### src/hdl/lewc_pkg.sv
// ----------------------------------------------------------------------------
// lewc_pkg: shared types and constants
// Default sizes, sum width helpers, state encodings and the job flag bundle
// passed from the hit front end to the divide back end.
// ----------------------------------------------------------------------------
package lewc_pkg;

	localparam int MAX_GROUP_DEF   = 256;
	localparam int COORD_BITS_DEF  = 16;
	localparam int ENERGY_BITS_DEF = 16;
	localparam int JOB_DEPTH       = 2;
	localparam int SUM_CAP_BITS    = 64;

	// hit counter holds 0..max_group
	function automatic int cnt_width(input int max_group);
		return $clog2(max_group + 1);
	endfunction

	function automatic int esum_width(input int energy_bits, input int max_group);
		return energy_bits + cnt_width(max_group);
	endfunction

	// weighted sums wrap at 64 bits
	function automatic int wsum_width(input int energy_bits, input int coord_bits,
		input int max_group);
		int w;
		w = energy_bits + coord_bits + cnt_width(max_group);
		return (w > SUM_CAP_BITS) ? SUM_CAP_BITS : w;
	endfunction

	typedef struct packed {
		logic overflow;
		logic last;
	} job_flags_t;

	typedef enum logic [2:0] {
		F_IDLE,
		F_CLOSE_OLD,
		F_MUL,
		F_ACCX,
		F_ACCY,
		F_CLOSE_END
	} front_state_t;

	typedef enum logic [1:0] {
		B_IDLE,
		B_DIVX,
		B_DIVY,
		B_DONE
	} back_state_t;

endpackage

### src/hdl/layer_energy_weighted_centroid.sv
// ----------------------------------------------------------------------------
// layer_energy_weighted_centroid: per-layer energy-weighted hit centroid
// Groups consecutive calorimeter hits of equal z, sums energy and energy
// weighted x and y, and on each group close emits the truncated centroid.
// ----------------------------------------------------------------------------
//
//  Channel  Handshake        Beat contents
//  -------  ---------------  -----------------------------------------------
//  hit      push / full      hit_energy, hit_x, hit_y, hit_z, end_of_event
//  result   empty / pop      centroid_x, centroid_y, layer_z, zero_energy,
//                            group_overflow, last_of_event
//
// Steps: a hit beat passes the front end in order (accept, multiply x,
//   accumulate x and multiply y, accumulate y), sharing the one
//   multiplier; each group close adds a state to queue its job, so a hit
//   that changes layer and ends the event passes both close states.
// The back end divides each group over W bits, x then y (W = weighted sum
//   width, 41 at default sizes: one restoring divide step per cycle), and
//   skips the divide for a zero-energy group.
// Stalls: a two-entry job queue parts front and back; the front holds full
//   high while the queue is full. A result register holds the finished beat
//   while the back end divides the next group.
// Reset: arst_n clears all group sums, empties the queue and clears the result valid flag.
//
module layer_energy_weighted_centroid import lewc_pkg::*; #(
	parameter int MAX_GROUP   = MAX_GROUP_DEF,
	parameter int COORD_BITS  = COORD_BITS_DEF,
	parameter int ENERGY_BITS = ENERGY_BITS_DEF
) (
	input  logic                         clk,
	input  logic                         arst_n,
	input  logic                         push,
	output logic                         full,
	input  logic [ENERGY_BITS-1:0]       hit_energy,
	input  logic signed [COORD_BITS-1:0] hit_x,
	input  logic signed [COORD_BITS-1:0] hit_y,
	input  logic signed [COORD_BITS-1:0] hit_z,
	input  logic                         end_of_event,
	output logic                         empty,
	input  logic                         pop,
	output logic signed [COORD_BITS-1:0] centroid_x,
	output logic signed [COORD_BITS-1:0] centroid_y,
	output logic signed [COORD_BITS-1:0] layer_z,
	output logic                         zero_energy,
	output logic                         group_overflow,
	output logic                         last_of_event
);

	localparam int ESUM_W = esum_width(ENERGY_BITS, MAX_GROUP);
	localparam int WSUM_W = wsum_width(ENERGY_BITS, COORD_BITS, MAX_GROUP);
	localparam int FLAG_W = $bits(job_flags_t);
	localparam int JOB_W  = ESUM_W + 2 * WSUM_W + COORD_BITS + FLAG_W;

	// front end -> queue
	logic                         fj_push;
	logic                         fj_full;
	logic [ESUM_W-1:0]            fj_esum;
	logic signed [WSUM_W-1:0]     fj_wx;
	logic signed [WSUM_W-1:0]     fj_wy;
	logic signed [COORD_BITS-1:0] fj_z;
	job_flags_t                   fj_flags;
	logic [JOB_W-1:0]             fj_data;

	// queue -> back end
	logic                         bj_pop;
	logic                         bj_empty;
	logic [JOB_W-1:0]             bj_data;
	logic [ESUM_W-1:0]            bj_esum;
	logic signed [WSUM_W-1:0]     bj_wx;
	logic signed [WSUM_W-1:0]     bj_wy;
	logic signed [COORD_BITS-1:0] bj_z;
	job_flags_t                   bj_flags;

	lewc_front #(
		.MAX_GROUP  (MAX_GROUP),
		.COORD_BITS (COORD_BITS),
		.ENERGY_BITS(ENERGY_BITS)
	) u_front (
		.clk         (clk),
		.arst_n      (arst_n),
		.push        (push),
		.full        (full),
		.hit_energy  (hit_energy),
		.hit_x       (hit_x),
		.hit_y       (hit_y),
		.hit_z       (hit_z),
		.end_of_event(end_of_event),
		.job_push    (fj_push),
		.job_full    (fj_full),
		.job_esum    (fj_esum),
		.job_wx      (fj_wx),
		.job_wy      (fj_wy),
		.job_z       (fj_z),
		.job_flags   (fj_flags)
	);

	// job word: energy sum, x sum, y sum, z, flags
	assign fj_data = {fj_esum, fj_wx, fj_wy, fj_z, fj_flags};

	lewc_fifo #(
		.WIDTH(JOB_W),
		.DEPTH(JOB_DEPTH)
	) u_jobq (
		.clk   (clk),
		.arst_n(arst_n),
		.push  (fj_push),
		.din   (fj_data),
		.full  (fj_full),
		.pop   (bj_pop),
		.dout  (bj_data),
		.empty (bj_empty)
	);

	assign {bj_esum, bj_wx, bj_wy, bj_z, bj_flags} = bj_data;

	lewc_back #(
		.MAX_GROUP  (MAX_GROUP),
		.COORD_BITS (COORD_BITS),
		.ENERGY_BITS(ENERGY_BITS)
	) u_back (
		.clk           (clk),
		.arst_n        (arst_n),
		.job_empty     (bj_empty),
		.job_pop       (bj_pop),
		.job_esum      (bj_esum),
		.job_wx        (bj_wx),
		.job_wy        (bj_wy),
		.job_z         (bj_z),
		.job_flags     (bj_flags),
		.empty         (empty),
		.pop           (pop),
		.centroid_x    (centroid_x),
		.centroid_y    (centroid_y),
		.layer_z       (layer_z),
		.zero_energy   (zero_energy),
		.group_overflow(group_overflow),
		.last_of_event (last_of_event)
	);

endmodule

### src/hdl/lewc_fifo.sv
// ----------------------------------------------------------------------------
// lewc_fifo: short job queue
// Small register FIFO between the accumulating front end and the divider.
// ----------------------------------------------------------------------------
module lewc_fifo import lewc_pkg::*; #(
	parameter int WIDTH = 8,
	parameter int DEPTH = JOB_DEPTH
) (
	input  logic             clk,
	input  logic             arst_n,
	input  logic             push,
	input  logic [WIDTH-1:0] din,
	output logic             full,
	input  logic             pop,
	output logic [WIDTH-1:0] dout,
	output logic             empty
);

	localparam int PTR_W = (DEPTH > 1) ? $clog2(DEPTH) : 1;
	localparam int CNT_W = $clog2(DEPTH + 1);

	logic [WIDTH-1:0] mem_q [DEPTH];
	logic [PTR_W-1:0] wr_q;
	logic [PTR_W-1:0] rd_q;
	logic [CNT_W-1:0] cnt_q;
	logic             do_push;
	logic             do_pop;

	assign full    = (cnt_q == CNT_W'(DEPTH));
	assign empty   = (cnt_q == '0);
	assign do_push = push && !full;
	assign do_pop  = pop && !empty;
	assign dout    = mem_q[rd_q];

	always_ff @(posedge clk) begin
		if (do_push) begin
			mem_q[wr_q] <= din;
		end
	end

	always_ff @(posedge clk or negedge arst_n) begin
		if (!arst_n) begin
			wr_q  <= '0;
			rd_q  <= '0;
			cnt_q <= '0;
		end else begin
			if (do_push) begin
				wr_q <= (wr_q == PTR_W'(DEPTH - 1)) ? '0 : wr_q + 1'b1;
			end
			if (do_pop) begin
				rd_q <= (rd_q == PTR_W'(DEPTH - 1)) ? '0 : rd_q + 1'b1;
			end
			cnt_q <= cnt_q + CNT_W'(do_push) - CNT_W'(do_pop);
		end
	end

	// the front end waits on full, so it never pushes into a full queue
	a_no_overrun: assert property (@(posedge clk) disable iff (!arst_n)
		push |-> !full)
		else $error("job pushed into full queue");

endmodule

### src/hdl/lewc_front.sv
// ----------------------------------------------------------------------------
// lewc_front: hit intake and group accumulation
// Detects layer changes, accumulates energy and weighted sums with one shared
// multiplier, and queues a job whenever a group closes.
// ----------------------------------------------------------------------------
module lewc_front import lewc_pkg::*; #(
	parameter int MAX_GROUP   = MAX_GROUP_DEF,
	parameter int COORD_BITS  = COORD_BITS_DEF,
	parameter int ENERGY_BITS = ENERGY_BITS_DEF,
	localparam int CNT_W  = cnt_width(MAX_GROUP),
	localparam int ESUM_W = esum_width(ENERGY_BITS, MAX_GROUP),
	localparam int WSUM_W = wsum_width(ENERGY_BITS, COORD_BITS, MAX_GROUP)
) (
	input  logic                         clk,
	input  logic                         arst_n,
	input  logic                         push,
	output logic                         full,
	input  logic [ENERGY_BITS-1:0]       hit_energy,
	input  logic signed [COORD_BITS-1:0] hit_x,
	input  logic signed [COORD_BITS-1:0] hit_y,
	input  logic signed [COORD_BITS-1:0] hit_z,
	input  logic                         end_of_event,
	output logic                         job_push,
	input  logic                         job_full,
	output logic [ESUM_W-1:0]            job_esum,
	output logic signed [WSUM_W-1:0]     job_wx,
	output logic signed [WSUM_W-1:0]     job_wy,
	output logic signed [COORD_BITS-1:0] job_z,
	output job_flags_t                   job_flags
);

	localparam int PROD_W = ENERGY_BITS + COORD_BITS;

	front_state_t                 st_q;
	front_state_t                 st_d;
	logic                         accept;
	logic [ENERGY_BITS-1:0]       e_q;
	logic signed [COORD_BITS-1:0] x_q;
	logic signed [COORD_BITS-1:0] y_q;
	logic signed [COORD_BITS-1:0] z_in_q;
	logic                         eoe_q;
	logic signed [COORD_BITS-1:0] mul_coord;
	logic signed [PROD_W:0]       prod_full;
	logic signed [PROD_W-1:0]     prod_q;
	logic                         add_q;
	logic [ESUM_W-1:0]            esum_q;
	logic signed [WSUM_W-1:0]     wx_q;
	logic signed [WSUM_W-1:0]     wy_q;
	logic signed [COORD_BITS-1:0] gz_q;
	logic                         open_q;
	logic [CNT_W-1:0]             cnt_q;
	logic                         ovf_q;

	assign full   = (st_q != F_IDLE);
	assign accept = push && (st_q == F_IDLE);

	always_ff @(posedge clk or negedge arst_n) begin
		if (!arst_n) begin
			st_q <= F_IDLE;
		end else begin
			st_q <= st_d;
		end
	end

	always_comb begin
		st_d     = st_q;
		job_push = 1'b0;
		unique case (st_q)
			F_IDLE: begin
				if (push) begin
					st_d = (open_q && (hit_z != gz_q)) ? F_CLOSE_OLD : F_MUL;
				end
			end
			F_CLOSE_OLD: begin
				if (!job_full) begin
					job_push = 1'b1;
					st_d     = F_MUL;
				end
			end
			F_MUL:  st_d = F_ACCX;
			F_ACCX: st_d = F_ACCY;
			F_ACCY: st_d = eoe_q ? F_CLOSE_END : F_IDLE;
			F_CLOSE_END: begin
				if (!job_full) begin
					job_push = 1'b1;
					st_d     = F_IDLE;
				end
			end
			default: st_d = F_IDLE;
		endcase
	end

	// one multiplier: e*x in F_MUL, e*y in F_ACCX
	assign mul_coord = (st_q == F_MUL) ? x_q : y_q;
	assign prod_full = $signed({1'b0, e_q}) * mul_coord;

	always_ff @(posedge clk) begin
		if (accept) begin
			e_q    <= hit_energy;
			x_q    <= hit_x;
			y_q    <= hit_y;
			z_in_q <= hit_z;
			eoe_q  <= end_of_event;
		end
		prod_q <= $signed(prod_full[PROD_W-1:0]);
	end

	always_ff @(posedge clk or negedge arst_n) begin
		if (!arst_n) begin
			esum_q <= '0;
			wx_q   <= '0;
			wy_q   <= '0;
			gz_q   <= '0;
			open_q <= 1'b0;
			cnt_q  <= '0;
			ovf_q  <= 1'b0;
			add_q  <= 1'b0;
		end else begin
			unique case (st_q) inside
				F_CLOSE_OLD, F_CLOSE_END: begin
					if (job_push) begin
						esum_q <= '0;
						wx_q   <= '0;
						wy_q   <= '0;
						gz_q   <= '0;
						open_q <= 1'b0;
						cnt_q  <= '0;
						ovf_q  <= 1'b0;
					end
				end
				F_MUL: begin
					if (!open_q) begin
						open_q <= 1'b1;
						gz_q   <= z_in_q;
					end
				end
				F_ACCX: begin
					// hits past the group limit are dropped
					if (cnt_q >= CNT_W'(MAX_GROUP)) begin
						ovf_q <= 1'b1;
						add_q <= 1'b0;
					end else begin
						cnt_q  <= cnt_q + 1'b1;
						esum_q <= esum_q + ESUM_W'(e_q);
						wx_q   <= wx_q + WSUM_W'(prod_q);
						add_q  <= 1'b1;
					end
				end
				F_ACCY: begin
					if (add_q) begin
						wy_q <= wy_q + WSUM_W'(prod_q);
					end
				end
				default: ;
			endcase
		end
	end

	assign job_esum           = esum_q;
	assign job_wx             = wx_q;
	assign job_wy             = wy_q;
	assign job_z              = gz_q;
	assign job_flags.overflow = ovf_q;
	assign job_flags.last     = (st_q == F_CLOSE_END);

	a_cnt_bound: assert property (@(posedge clk) disable iff (!arst_n)
		cnt_q <= CNT_W'(MAX_GROUP))
		else $error("hit count past group limit");

	a_ovf_at_limit: assert property (@(posedge clk) disable iff (!arst_n)
		ovf_q |-> (cnt_q == CNT_W'(MAX_GROUP)))
		else $error("overflow flag without full group");

	a_close_clears: assert property (@(posedge clk) disable iff (!arst_n)
		job_push |=> (!open_q && (cnt_q == '0) && (esum_q == '0)))
		else $error("group not cleared after close");

endmodule

### src/hdl/lewc_back.sv
// ----------------------------------------------------------------------------
// lewc_back: centroid divide and result register
// Takes closed-group jobs, divides both weighted sums by the energy sum with
// one radix-2 restoring divider, and holds the result for the consumer.
// ----------------------------------------------------------------------------
module lewc_back import lewc_pkg::*; #(
	parameter int MAX_GROUP   = MAX_GROUP_DEF,
	parameter int COORD_BITS  = COORD_BITS_DEF,
	parameter int ENERGY_BITS = ENERGY_BITS_DEF,
	localparam int ESUM_W = esum_width(ENERGY_BITS, MAX_GROUP),
	localparam int WSUM_W = wsum_width(ENERGY_BITS, COORD_BITS, MAX_GROUP)
) (
	input  logic                         clk,
	input  logic                         arst_n,
	input  logic                         job_empty,
	output logic                         job_pop,
	input  logic [ESUM_W-1:0]            job_esum,
	input  logic signed [WSUM_W-1:0]     job_wx,
	input  logic signed [WSUM_W-1:0]     job_wy,
	input  logic signed [COORD_BITS-1:0] job_z,
	input  job_flags_t                   job_flags,
	output logic                         empty,
	input  logic                         pop,
	output logic signed [COORD_BITS-1:0] centroid_x,
	output logic signed [COORD_BITS-1:0] centroid_y,
	output logic signed [COORD_BITS-1:0] layer_z,
	output logic                         zero_energy,
	output logic                         group_overflow,
	output logic                         last_of_event
);

	localparam int STEP_W = $clog2(WSUM_W);

	back_state_t                  bst_q;
	back_state_t                  bst_d;
	logic                         out_valid_q;
	logic                         out_free;
	logic                         step_last;
	logic [ESUM_W-1:0]            div_q;
	logic signed [WSUM_W-1:0]     wy_q;
	logic                         negx_q;
	logic                         negy_q;
	logic signed [COORD_BITS-1:0] z_q;
	job_flags_t                   flags_q;
	logic                         zero_q;
	logic [WSUM_W-1:0]            dvd_q;
	logic [ESUM_W-1:0]            rem_q;
	logic [STEP_W-1:0]            step_q;
	logic [COORD_BITS-1:0]        cx_q;
	logic [COORD_BITS-1:0]        cy_q;
	logic [WSUM_W-1:0]            mag_x;
	logic [WSUM_W-1:0]            mag_y;
	logic [ESUM_W:0]              shifted;
	logic                         ge;
	logic [ESUM_W:0]              diff;
	logic [ESUM_W-1:0]            rem_d;
	logic [WSUM_W-1:0]            dvd_d;
	logic [COORD_BITS-1:0]        q_low;
	logic                         q_neg;
	logic [COORD_BITS-1:0]        q_signed;
	logic [COORD_BITS-1:0]        out_cx_q;
	logic [COORD_BITS-1:0]        out_cy_q;
	logic signed [COORD_BITS-1:0] out_z_q;
	logic                         out_zero_q;
	job_flags_t                   out_flags_q;

	assign out_free  = !out_valid_q || pop;
	assign step_last = (step_q == STEP_W'(WSUM_W - 1));

	always_ff @(posedge clk or negedge arst_n) begin
		if (!arst_n) begin
			bst_q <= B_IDLE;
		end else begin
			bst_q <= bst_d;
		end
	end

	always_comb begin
		bst_d   = bst_q;
		job_pop = 1'b0;
		unique case (bst_q)
			B_IDLE: begin
				if (!job_empty) begin
					job_pop = 1'b1;
					bst_d   = (job_esum == '0) ? B_DONE : B_DIVX;
				end
			end
			B_DIVX: if (step_last) bst_d = B_DIVY;
			B_DIVY: if (step_last) bst_d = B_DONE;
			B_DONE: if (out_free) bst_d = B_IDLE;
			default: bst_d = B_IDLE;
		endcase
	end

	// magnitudes of the signed sums
	assign mag_x = job_wx[WSUM_W-1] ? (~job_wx + 1'b1) : job_wx;
	assign mag_y = wy_q[WSUM_W-1] ? (~wy_q + 1'b1) : wy_q;

	// one restoring step per cycle
	assign shifted  = {rem_q, dvd_q[WSUM_W-1]};
	assign ge       = (shifted >= {1'b0, div_q});
	assign diff     = shifted - {1'b0, div_q};
	assign rem_d    = ge ? diff[ESUM_W-1:0] : shifted[ESUM_W-1:0];
	assign dvd_d    = {dvd_q[WSUM_W-2:0], ge};
	assign q_low    = dvd_d[COORD_BITS-1:0];
	assign q_neg    = (bst_q == B_DIVX) ? negx_q : negy_q;
	assign q_signed = q_neg ? (~q_low + 1'b1) : q_low;

	always_ff @(posedge clk) begin
		unique case (bst_q)
			B_IDLE: begin
				if (job_pop) begin
					div_q   <= job_esum;
					wy_q    <= job_wy;
					negx_q  <= job_wx[WSUM_W-1];
					negy_q  <= job_wy[WSUM_W-1];
					z_q     <= job_z;
					flags_q <= job_flags;
					zero_q  <= (job_esum == '0);
					cx_q    <= '0;
					cy_q    <= '0;
					dvd_q   <= mag_x;
					rem_q   <= '0;
					step_q  <= '0;
				end
			end
			B_DIVX: begin
				if (step_last) begin
					cx_q   <= q_signed;
					dvd_q  <= mag_y;
					rem_q  <= '0;
					step_q <= '0;
				end else begin
					dvd_q  <= dvd_d;
					rem_q  <= rem_d;
					step_q <= step_q + 1'b1;
				end
			end
			B_DIVY: begin
				dvd_q  <= dvd_d;
				rem_q  <= rem_d;
				step_q <= step_q + 1'b1;
				if (step_last) begin
					cy_q <= q_signed;
				end
			end
			B_DONE: begin
				if (out_free) begin
					out_cx_q    <= cx_q;
					out_cy_q    <= cy_q;
					out_z_q     <= z_q;
					out_zero_q  <= zero_q;
					out_flags_q <= flags_q;
				end
			end
			default: ;
		endcase
	end

	always_ff @(posedge clk or negedge arst_n) begin
		if (!arst_n) begin
			out_valid_q <= 1'b0;
		end else if ((bst_q == B_DONE) && out_free) begin
			out_valid_q <= 1'b1;
		end else if (pop) begin
			out_valid_q <= 1'b0;
		end
	end

	assign empty          = !out_valid_q;
	assign centroid_x     = $signed(out_cx_q);
	assign centroid_y     = $signed(out_cy_q);
	assign layer_z        = out_z_q;
	assign zero_energy    = out_zero_q;
	assign group_overflow = out_flags_q.overflow;
	assign last_of_event  = out_flags_q.last;

	a_div_nonzero: assert property (@(posedge clk) disable iff (!arst_n)
		((bst_q == B_DIVX) || (bst_q == B_DIVY)) |-> (div_q != '0))
		else $error("divide started with zero energy");

	a_rem_bound: assert property (@(posedge clk) disable iff (!arst_n)
		((bst_q == B_DIVX) || (bst_q == B_DIVY)) |-> (rem_q < div_q))
		else $error("partial remainder not below divisor");

endmodule

### config.mk
export PLATFORM = sky130hd
export DESIGN_NAME = layer_energy_weighted_centroid
export DESIGN_NICKNAME = d
export VERILOG_FILES = /design/src/hdl/lewc_pkg.sv /design/src/hdl/layer_energy_weighted_centroid.sv /design/src/hdl/lewc_fifo.sv /design/src/hdl/lewc_front.sv /design/src/hdl/lewc_back.sv
export SDC_FILE = /design/constraint.sdc
export NUM_CORES = 2
export LEC_CHECK = 0
export ABC_AREA = 1
export BUFFER_PORTS_ARGS = -buffer_cell sky130_fd_sc_hd__buf_2
export CORE_ASPECT_RATIO = 0.6
export CORE_UTILIZATION = 45
export DETAILED_ROUTE_END_ITERATION = 16
export SYNTH_ARGS = -nofsm -noshare
export SYNTH_HDL_FRONTEND = slang
export SYNTH_HIERARCHICAL = 1
export SYNTH_SLANG_ARGS = --single-unit
### constraint.sdc
create_clock -name clk -period 8.5 [get_ports clk]
set_input_delay 1.7 -clock clk [delete_from_list [all_inputs] [get_ports clk]]
set_output_delay 1.7 -clock clk [all_outputs]
set_load 0.01 [all_outputs]
==> flow_summary.toml <==
[global_routing]
use_met1 = 0.457
grt_use_met3 = 0.0856
grt_busiest_layer = "met1"
grt-ovfl-total = 0
grt_util_all_layers = 0.269
initial_antenna_violation_count = 5
pin_count_of_the_biggest_net_entering_global_routing = 122
number_of_global_route_vias_before_repair = 34000
met2_usage_in_global_routing = 0.323
grt_first_pass_wirelength_mm = 213

[timing]
rsz0062_at_grt = "no"
timing.final.crit_period_ns = 7.37
maximum_achievable_frequency_ghz = 0.136
final.period_utilization = 0.867
slew_headroom = 0.198
final_hold_viol_count = 0
setup_tns_ns = 0
worst_pin_slew_ns = 1.20
finalMaxSlewViolations = 0
setup_viol = 0
clock_tree_skew_after_final_layout_ns = 0.0434

[die]
dieArea_mm2 = 0.106
io_pins = 122
dieWidth_um = 419
core.rowCount = 91
initial_utilization = 0.455
die_height_um = 252
core_region_area_mm2 = 0.103

[detailed_routing]
vias = 37600
detail_route_antenna_nets = 0
route.detailed.wl_per_inst_um = 19.8
route.detailed.drc = 0
wirelength_mm = 141
drt_pre_antenna_iters = 6
drt_first_iter_violations = 4186
vias_per_cell = 5.28

[logic_synthesis]
area_fraction_in_compound_gates_after_synthesis = 0.0693
syn_area_mm2 = 0.0469
async_reset_ff_frac = 0.198
ys_seq_area_frac = 0.447
synthMuxAreaShare = 0.000480
ys_warn_count = 6
ys_dominant_reg_cell = "sky130_fd_sc_hd__edfxtp_1"
mappedNetlistNets = 6064
synth_enable_flop_cells = 556
synthesis.area_per_instance_um2 = 8.46
synth_xor_area_frac = 0.0131
ys_types = 59
ys_ff_latch = 733
synth_adder_area_share = 0.151
postSynthCellCount = 5546
simple_logic_cell_fraction_of_the_synthesized_area = 0.237
synth_top_family_by_area = "simple AND/OR/NAND/NOR gates"

[job]
reported_max_cap_violation_count = 0

[clock_tree]
worst_setup_hold_path_clk_slew_ns = 0.06
cts_tree = "done"
tritoncts.num_buffers = 73
cts_resized = 0
cts_setup_buffers = 0
cts.root.buffer_cell = "sky130_fd_sc_hd__clkbuf_16"
cts.sinks = 733
cts_buffer_depth = 3
clock_latency_ns = 0.68
ctsHoldBuffers = 0
cts.htree.levels = 3

[outcome]
run_status = "finished, final reports clean"

[critical_path]
critical_path_arrival_ns = 7.94
required_ns = 9.07
critPathCaptureType = "flip-flop"
critical_path.max_fanout = 33
timing_worst_setup_path_type = "reg2reg"
crit_path_start_kind = "flip-flop"

[placement]
detailed_place_hpwl_mm = 110
count_of_input_and_output_buffers = 121
final_wtd_congestion = 1.03

[finish]
final_layout_size_suffix_gt1_frac = 0.0614
layout.filler_cells = 9801
final_nets = 6172
area_growth_syn_to_layout_pct = 9.80

[min_path]
worstHoldPathType = "reg2reg"
-- final cells by class --
class,count,area (um2),share of cell area
tap,1395,1750,0.0339
multi-input combinational,3827,22200,0.430
clock buffer,93,2000,0.0389
sequential,733,21000,0.407
antenna,3,7.51,0.000146
inverter,870,3270,0.0635
timing repair buffer,149,835,0.0162
clock inverter,43,528,0.0102
-- state kept, by name, indices dropped and copies added (netlist names), 6 cells and up --
signal / count
u_front/z_in_q: 16
u_front/x_q: 16
u_front/job_z: 16
u_back/dvd_q: 41
u_back/div_q: 25
u_front/e_q: 16
u_back/rem_q: 25
u_back/wy_q: 41
u_front/cnt_q: 9
u_back/step_q: 6
u_back/centroid_x: 16
u_back/cy_q: 16
u_back/z_q: 16
u_front/prod_q: 32
u_back/centroid_y: 16
u_front/job_esum: 25
u_front/y_q: 16
u_back/layer_z: 16
u_front/job_wy: 41
u_front/job_wx: 41
u_back/cx_q: 16
u_jobq/mem_q: 250
-- routing by layer --
layer,vias up,wire length [um],part of all wire
met5,-,12,0.000085
met4,2,1640,0.012
met3,113,16900,0.12
met2,1565,49100,0.35
met1,17800,73100,0.52
li1,18000,-,-
-- final timing paths --
check | from | to | slack [ns] | cells after the start
max in group asynchronous | arst_n | u_front/job_wx[18]$_DFFE_PN0P_ | 6.40 | 2
worst max-delay path | u_front/st_q[1]$_DFFE_PN0P_ | u_front/prod_q[22]$_DFF_P_ | 1.13 | 23
worst min-delay path | u_back/z_q[10]$_DFFE_PP_ | u_back/layer_z[10]$_DFFE_PP_ | 0.42 | 0
worst min register to register | u_back/z_q[10]$_DFFE_PP_ | u_back/layer_z[10]$_DFFE_PP_ | 0.42 | 0
min in group asynchronous | arst_n | u_back/out_valid_q$_DFFE_PN0P_ | 0.92 | 1
worst max register to register | u_front/st_q[1]$_DFFE_PN0P_ | u_front/prod_q[22]$_DFF_P_ | 1.13 | 23
-- critical path, stage by stage, from the launching register on --
cell and delay, ns:
sky130_fd_sc_hd__dfrtp_1 0.37, sky130_fd_sc_hd__inv_1 0.08, sky130_fd_sc_hd__nor2_2 0.12, sky130_fd_sc_hd__nand2_2 0.48, sky130_fd_sc_hd__o21ai_1 1.03, sky130_fd_sc_hd__inv_1 0.32, sky130_fd_sc_hd__nand2_1 0.18, sky130_fd_sc_hd__fa_1 0.43
sky130_fd_sc_hd__fa_1 0.49, sky130_fd_sc_hd__inv_1 0.05, sky130_fd_sc_hd__fa_1 0.49, sky130_fd_sc_hd__fa_1 0.42, sky130_fd_sc_hd__fa_1 0.49, sky130_fd_sc_hd__inv_1 0.05, sky130_fd_sc_hd__fa_1 0.47, sky130_fd_sc_hd__inv_1 0.04
sky130_fd_sc_hd__ha_1 0.36, sky130_fd_sc_hd__nand2_1 0.14, sky130_fd_sc_hd__nor2_1 0.11, sky130_fd_sc_hd__inv_1 0.09, sky130_fd_sc_hd__nor2_1 0.27, sky130_fd_sc_hd__nand4_1 0.29, sky130_fd_sc_hd__nand3_1 0.27, sky130_fd_sc_hd__xor2_1 0.17
-- cells by family after synthesis --
logic type / count (synthesis)
mux: 1
flops: 733
simple gates: 2731
buf+inv: 986
xor+xnor: 70
compound gates: 576
fa+ha+maj: 449
-- cell usage in the layout, fill, tap and decap left out, drive strengths merged, types with 4 or more instances in the layout --
cell type and instances:
o21a 4, nor3b 5, clkinv 29, bufinv 8, dfxtp 32, nand4 41
o31ai 6, a32o 7, xnor2 22, nor4 10, a21o 11, o22ai 7
buf 149, o21ai 225, nor3 63, inv 872, o211ai 13, and2 5
edfxtp 556, or2 23, nor2 530, a31oi 12, nand2 1747, fa 198
dfrtp 145, o221ai 9, a21oi 248, clkinvlp 4, nand3b 25, clkbuf 93
ha 251, nand3 282, a22o 6, xor2 48, o21bai 19
-- Yosys cell counts (5+ instances only) --
cell / instances / area, um2
sky130_fd_sc_hd__buf_2: 55 / 275
sky130_fd_sc_hd__nor2_2: 6 / 37.5
sky130_fd_sc_hd__nor4_1: 10 / 62.6
sky130_fd_sc_hd__nor2_1: 520 / 1950
sky130_fd_sc_hd__buf_4: 10 / 75.1
sky130_fd_sc_hd__fa_1: 198 / 3960
sky130_fd_sc_hd__a21oi_1: 248 / 1240
sky130_fd_sc_hd__a31oi_1: 12 / 75.1
sky130_fd_sc_hd__and2_1: 5 / 31.3
sky130_fd_sc_hd__clkinv_1: 5 / 18.8
sky130_fd_sc_hd__o21ai_2: 12 / 105
sky130_fd_sc_hd__inv_1: 854 / 3210
sky130_fd_sc_hd__a32o_1: 7 / 70.1
sky130_fd_sc_hd__buf_1: 18 / 67.6
sky130_fd_sc_hd__inv_2: 10 / 37.5
sky130_fd_sc_hd__o211ai_1: 13 / 97.6
sky130_fd_sc_hd__nand4_1: 41 / 257
sky130_fd_sc_hd__o21ai_1: 15 / 75.1
sky130_fd_sc_hd__a22o_1: 6 / 52.6
sky130_fd_sc_hd__or2_2: 21 / 131
sky130_fd_sc_hd__edfxtp_1: 556 / 16700
sky130_fd_sc_hd__ha_1: 251 / 3140
sky130_fd_sc_hd__o221ai_1: 9 / 78.8
sky130_fd_sc_hd__o21bai_1: 19 / 143
sky130_fd_sc_hd__nand3b_1: 25 / 188
sky130_fd_sc_hd__xor2_1: 48 / 420
sky130_fd_sc_hd__dfrtp_1: 145 / 3630
sky130_fd_sc_hd__xnor2_1: 22 / 193
sky130_fd_sc_hd__clkbuf_1: 29 / 109
sky130_fd_sc_hd__nand2_1: 1735 / 6510
sky130_fd_sc_hd__dfxtp_1: 32 / 641
sky130_fd_sc_hd__o31ai_1: 6 / 45.0
sky130_fd_sc_hd__nand2_2: 10 / 62.6
sky130_fd_sc_hd__a21o_1: 11 / 82.6
sky130_fd_sc_hd__o21ai_0: 194 / 971
sky130_fd_sc_hd__nor3_1: 61 / 305
sky130_fd_sc_hd__o22ai_1: 7 / 43.8
sky130_fd_sc_hd__nand3_1: 278 / 1390
-- stage by stage --
stage	setup WS (ns)	area (um2)	hold slack (ns)	cells	util
floorplan	1.86	46900	0.400	5546	-
global placement	1.47	49000	0.402	6974	0.475
detailed placement	1.47	49000	0.405	6974	0.475
CTS	1.39	51500	0.419	7110	0.500
global route	0.832	51500	0.422	7110	0.500
finish	1.13	51500	0.416	7113	0.500
Power is not shown: default switching activity piles up to over one toggle a cycle in this logic, so the estimate is an artifact.
